### config.mk
export PLATFORM = sky130hd
export DESIGN_NAME = hsd_cell
export DESIGN_NICKNAME = d
export VERILOG_FILES = /design/src/hdl/hsd_pkg.sv /design/src/hdl/hsd_cell.sv
export SDC_FILE = /design/constraint.sdc
export NUM_CORES = 1
export LEC_CHECK = 0
export BUFFER_PORTS_ARGS = -buffer_cell sky130_fd_sc_hd__buf_2
export CORE_UTILIZATION = 45
export CTS_CLUSTER_SIZE = 28
export DETAILED_ROUTE_END_ITERATION = 10
export GPL_TIMING_DRIVEN = 0
export PLACE_DENSITY_LB_ADDON = 0.05
export SYNTH_ARGS = -nofsm -noshare
export SYNTH_HDL_FRONTEND = slang
export SYNTH_SLANG_ARGS = --single-unit
### constraint.sdc
create_clock -name clk -period 3.8 [get_ports clk]
set_input_delay 0.19 -clock clk [delete_from_list [all_inputs] [get_ports clk]]
set_output_delay 0.19 -clock clk [all_outputs]
set_load 0.05 [all_outputs]
### src/hdl/hsd_pkg.sv
// Package for the descending sorter: shared constants, cell control and state types.
package hsd_pkg;

  localparam int CAPACITY_DEF = 64;
  localparam int DATA_W       = 32;

  typedef enum logic [0:0] {
    ST_LOAD,
    ST_DRAIN
  } st_t;

  // control broadcast to every cell of the row
  typedef struct packed {
    logic ins;    // insert the incoming beat's value
    logic shift;  // move the row one place towards cell 0
  } cell_ctl_t;

endpackage

### src/hdl/hsd_cell.sv
// One sorting cell: holds one value, inserts or passes it along the row.
module hsd_cell (
  input  logic                               clk,
  input  hsd_pkg::cell_ctl_t                 ctl,
  input  logic                               cell_valid,
  input  logic signed [hsd_pkg::DATA_W-1:0]  in_value,
  input  logic                               prev_keep,
  input  logic signed [hsd_pkg::DATA_W-1:0]  prev_value,
  input  logic signed [hsd_pkg::DATA_W-1:0]  next_value,
  output logic                               keep,
  output logic signed [hsd_pkg::DATA_W-1:0]  value
);

  logic signed [hsd_pkg::DATA_W-1:0] value_r;
  logic signed [hsd_pkg::DATA_W-1:0] value_nxt;

  // an occupied cell at least as large as the new value stays put
  assign keep  = cell_valid && (value_r >= in_value);
  assign value = value_r;

  always_comb begin
    value_nxt = value_r;
    if (ctl.shift) begin
      value_nxt = next_value;
    end else if (ctl.ins && !keep) begin
      if (prev_keep) begin
        value_nxt = in_value;
      end else begin
        value_nxt = prev_value;
      end
    end
  end

  always_ff @(posedge clk) begin
    value_r <= value_nxt;
  end

endmodule

### Word level (Yosys, flattened, before mapping)

Index checks and enable logic that the tools add are counted.

* reduce and logical (&&, ||, !) cells: 4
* magnitude comparators: 1
* multiplexer cells: 3

Operator list (number)
* 2-to-1 mux 32 bit: 3
* >= comparator 32 bit: 1
* logical AND 1 bit: 2
* nonzero test 2 bit: 1
* logical NOT 1 bit: 1

* word-level logic and storage cells: 9
* bits of input ports: 101
* output and inout bits: 33
* bits in registers: 32

### Longest topological paths before layout

* word-level depth: 6
* depth in mapped cells: 8
* gate-level depth less buffers: 8

### Worst setup path after synthesis

No wires, ideal clock.

* kind: register -> register
* start: register value_r (netlist bit value[14])
* end: register value_r (netlist bit value[0]), enable pin
* arrival time: 2.866 ns
* setup time: 0.394 ns
* slack: 0.539 ns
* path buffers: 0
* required time: 3.406 ns
* stages on the path, launching flop included: 8
* period minus slack after synthesis: 3.261 ns
* path through: edfxtp_1 > ha_1 > and4_4 > a211oi_2 > o21ai_1 > o32ai_2 > mux2i_1 > o31a_1

* word-level cells in the longest chain between the ends: 5

Ends and longest elaborated chain
* start, declared: RTL line hsd_cell.sv:14 `logic signed [hsd_pkg::DATA_W-1:0] value_r;`
* start signal, assigned: RTL line hsd_cell.sv:35 `value_r <= value_nxt;`
* >= comparator 32 bit: RTL line hsd_cell.sv:18 `assign keep = cell_valid && (value_r >= in_value);`
* logical AND 1 bit: RTL line hsd_cell.sv:18
* logical NOT 1 bit: RTL line hsd_cell.sv:25 `end else if (ctl.ins && !keep) begin`
* logical AND 1 bit: RTL line hsd_cell.sv:25
* nonzero test 2 bit (no line)

Every way passes these cells.
A chain may end at the register's enable or synchronous reset.

### Worst setup path after layout

* start: register value_r (netlist bit value[14])
* end: register value_r (netlist bit value[17]), enable pin

The elaborated chain is that of the path after synthesis.

==> flow_summary.yaml <==
detailed_routing:
  routed-via-count: 2342
  first_iter_violations: 68
  detail_route.vias_per_cell: 5.01
  dr.pass1.iters: 4
  routed_wl_um: 6260
  drc: 0
  ant_nets: 0
  routedWlPerCell_um: 13.4
sta:
  slew_headroom_pct: 44.2
  rsz0062_at_grt: "false"
  setup_tns_ps: 0
  layout_min_cycle_time_ps: 2930
  clock.fmax_ghz: 0.342
  finalSetupViolations: 0
  tightestPinTransition_ps: 837
  drv_slew: 0
  final_hold_viol_count: 0
  skew_ps: 6.46
  fin_crit_sh_pct: 77.1
  setup_ws_ps: 872
  timing.hold.ws_ps: 182
pwr:
  power_frac_clock_pct: 26.2
  leakagePower_nw: 1.76
  comb_power_share_pct: 36.4
  netSwitchingFraction_pct: 37.0
  p_int_mw: 0.785
  total_power_mw: 1.25
  p_seq_share_pct: 37.4
  peakVddDrop_mv: 0.273
  p_switching_mw: 0.461
  cellPowerDensity_nw_per_um2: 375
finish:
  nets: 529
  insertedDiodeCount: 0
  drive_gt1_share_pct: 36.5
  final_cells: 467
  largest_register_ffs: 32
  synthToLayoutAreaGrowth_pct: 34.4
  final_area_sq_um: 3320
  post-route-util_pct: 63.8
synth:
  ys_seq_area_share_pct: 38.9
  syn_area_sq_um: 2470
  avgSynthCellArea_sq_um: 9.58
  synth_cell_types: 28
  syn_inst: 258
  syn_nets: 391
  ys_warn_count: 0
  synth-seq-cells: 32
grt:
  gr-max-usage-layer: "met2"
  first_global_vias: 2316
  antenna_found_initial: 0
  use_met3_pct: 5.63
  use_met2_pct: 39.2
  grt_max_degree: 33
  grt-ovfl-total: 0
  grt_pass1_wl_um: 10400
  grtUsageMet1_pct: 28.5
  gr-usage-all-layers_pct: 22.8
clocking:
  postCtsSetupBuffers: 0
  hold_buffers: 0
  cts_tree: "built"
  numCtsBuffers: 5
  clk_pin_slew_worst_paths_ps: 70
  clock_latency_ps: 290
  numClockSinks: 32
  cts_resized: 0
  cts-root-buf: "clkbuf_8"
  cts_max_level: 2
  cts_buffer_depth: 2
setup_path:
  arrival_ps: 2840
  critPathKind: "reg -> reg"
  crit_path_end_kind: "register"
  crit_fanout: 32
  start_kind: "register"
  required_ps: 3710
placement:
  placed_area_sq_um: 3220
  routabilityCongestion: 0.770
  pre_cts_slack_ps: 864
  portBuffers: 131
  hpwl_um: 4890
  dpl.cell_count: 459
floorplan:
  fp.dieArea_sq_um: 5790
  num_rows: 26
  start_util_pct: 47.5
  die_h_um: 76.1
  ios: 134
  chipWidth_um: 76.1
  core_area_sq_um: 5200
run:
  drv_cap: 0
run_status:
  status: "finished, final reports clean"
min_path:
  hold_path_class: "in -> reg"
critical path: stages, from the launching register on:
cell and delay, ps:
edfxtp_1 390, ha_1 350, and4_4 220, a211oi_2 200, o21ai_1 100, o32ai_2 290
mux2i_1 270, o31a_2 720
worst paths after layout:
| path | from | to | slack (ps) | cells after the start |
|---|---|---|---|---|
| worst min register to register | value[31] | value[5] | 1480 | 3 |
| worst max-delay path | value[14] | value[17] | 870 | 7 |
| worst min-delay path | next_value[30] | value[30] | 180 | 3 |
| worst max register to register | value[14] | value[17] | 870 | 7 |
cells by family (layout without fill, tap and decap cells):
logic type      after synthesis  in the layout  share of synthesized area, %
compound gates               61             61                          14.2
simple gates                 55             55                          10.4
fa+ha+maj                    32             32                          16.2
mux                          33             33                          13.4
buf+inv                      45            184                          6.98
flops                        32             32                          38.9
power groups by stage:
| stage | Clock (mW) | Combinational, mW | Sequential [mW] |
|---|---|---|---|
| final | 0.327 | 0.453 | 0.466 |
| after global routing | 0.348 | 0.498 | 0.472 |
| after CTS | 0.334 | 0.457 | 0.466 |
| after detailed placement | 0 | 0.455 | 0.474 |
| after global placement | 0 | 0.449 | 0.473 |
| after floorplan | 0 | 0.168 | 0.617 |
cells in the mapped netlist (all sizes together):
master | count | area (sq um)
a211oi | 3 | 27.5
a21o | 3 | 22.5
a21oi | 13 | 65.1
and3 | 1 | 6.26
and4 | 2 | 20.0
buf | 3 | 15.0
clkbuf | 8 | 30.0
edfxtp | 32 | 961
ha | 32 | 400
inv | 34 | 128
mux2i | 33 | 330
nand2 | 38 | 143
nand2b | 1 | 6.26
nand3 | 3 | 15.0
nand4 | 6 | 37.5
nor2 | 1 | 3.75
nor2b | 2 | 12.5
nor4 | 1 | 12.5
o211ai | 1 | 7.51
o21a | 1 | 7.51
o21ai | 36 | 180
o2bb2ai | 1 | 8.76
o31a | 1 | 8.76
o31ai | 1 | 7.51
o32ai | 1 | 16.3
cell type report:
type / instances / area (sq um)
flip-flops and latches: 32 / 961
inverters: 34 / 128
repair buffers: 131 / 656
clock buffers: 5 / 68.8
plain buffers: 11 / 45.0
fillers: 474 / 1880
well taps: 70 / 87.6
clock inverters: 3 / 37.5
multi-input cells: 181 / 1340
layer usage:
metal	vias to the layer above	wire length (um)	part of all wire [%]
li1	1196	-	-
met1	1050	2880	46
met2	88	2930	47
met3	8	363	5.8
met4	0	87	1.4
met5	-	0	0
cells in the final DEF (no fill, tap or decap), drive strengths merged, types with 2 or more instances in the layout:
cell type	synthesis	final
buf	3	134
nand2	38	38
o21ai	36	36
inv	34	34
mux2i	33	33
ha	32	32
edfxtp	32	32
a21oi	13	13
clkbuf	8	13
nand4	6	6
a21o	3	3
nand3	3	3
a211oi	3	3
nor2b	2	2
clkinv	0	2
and4	2	2
(Power assumes the default switching activity.)
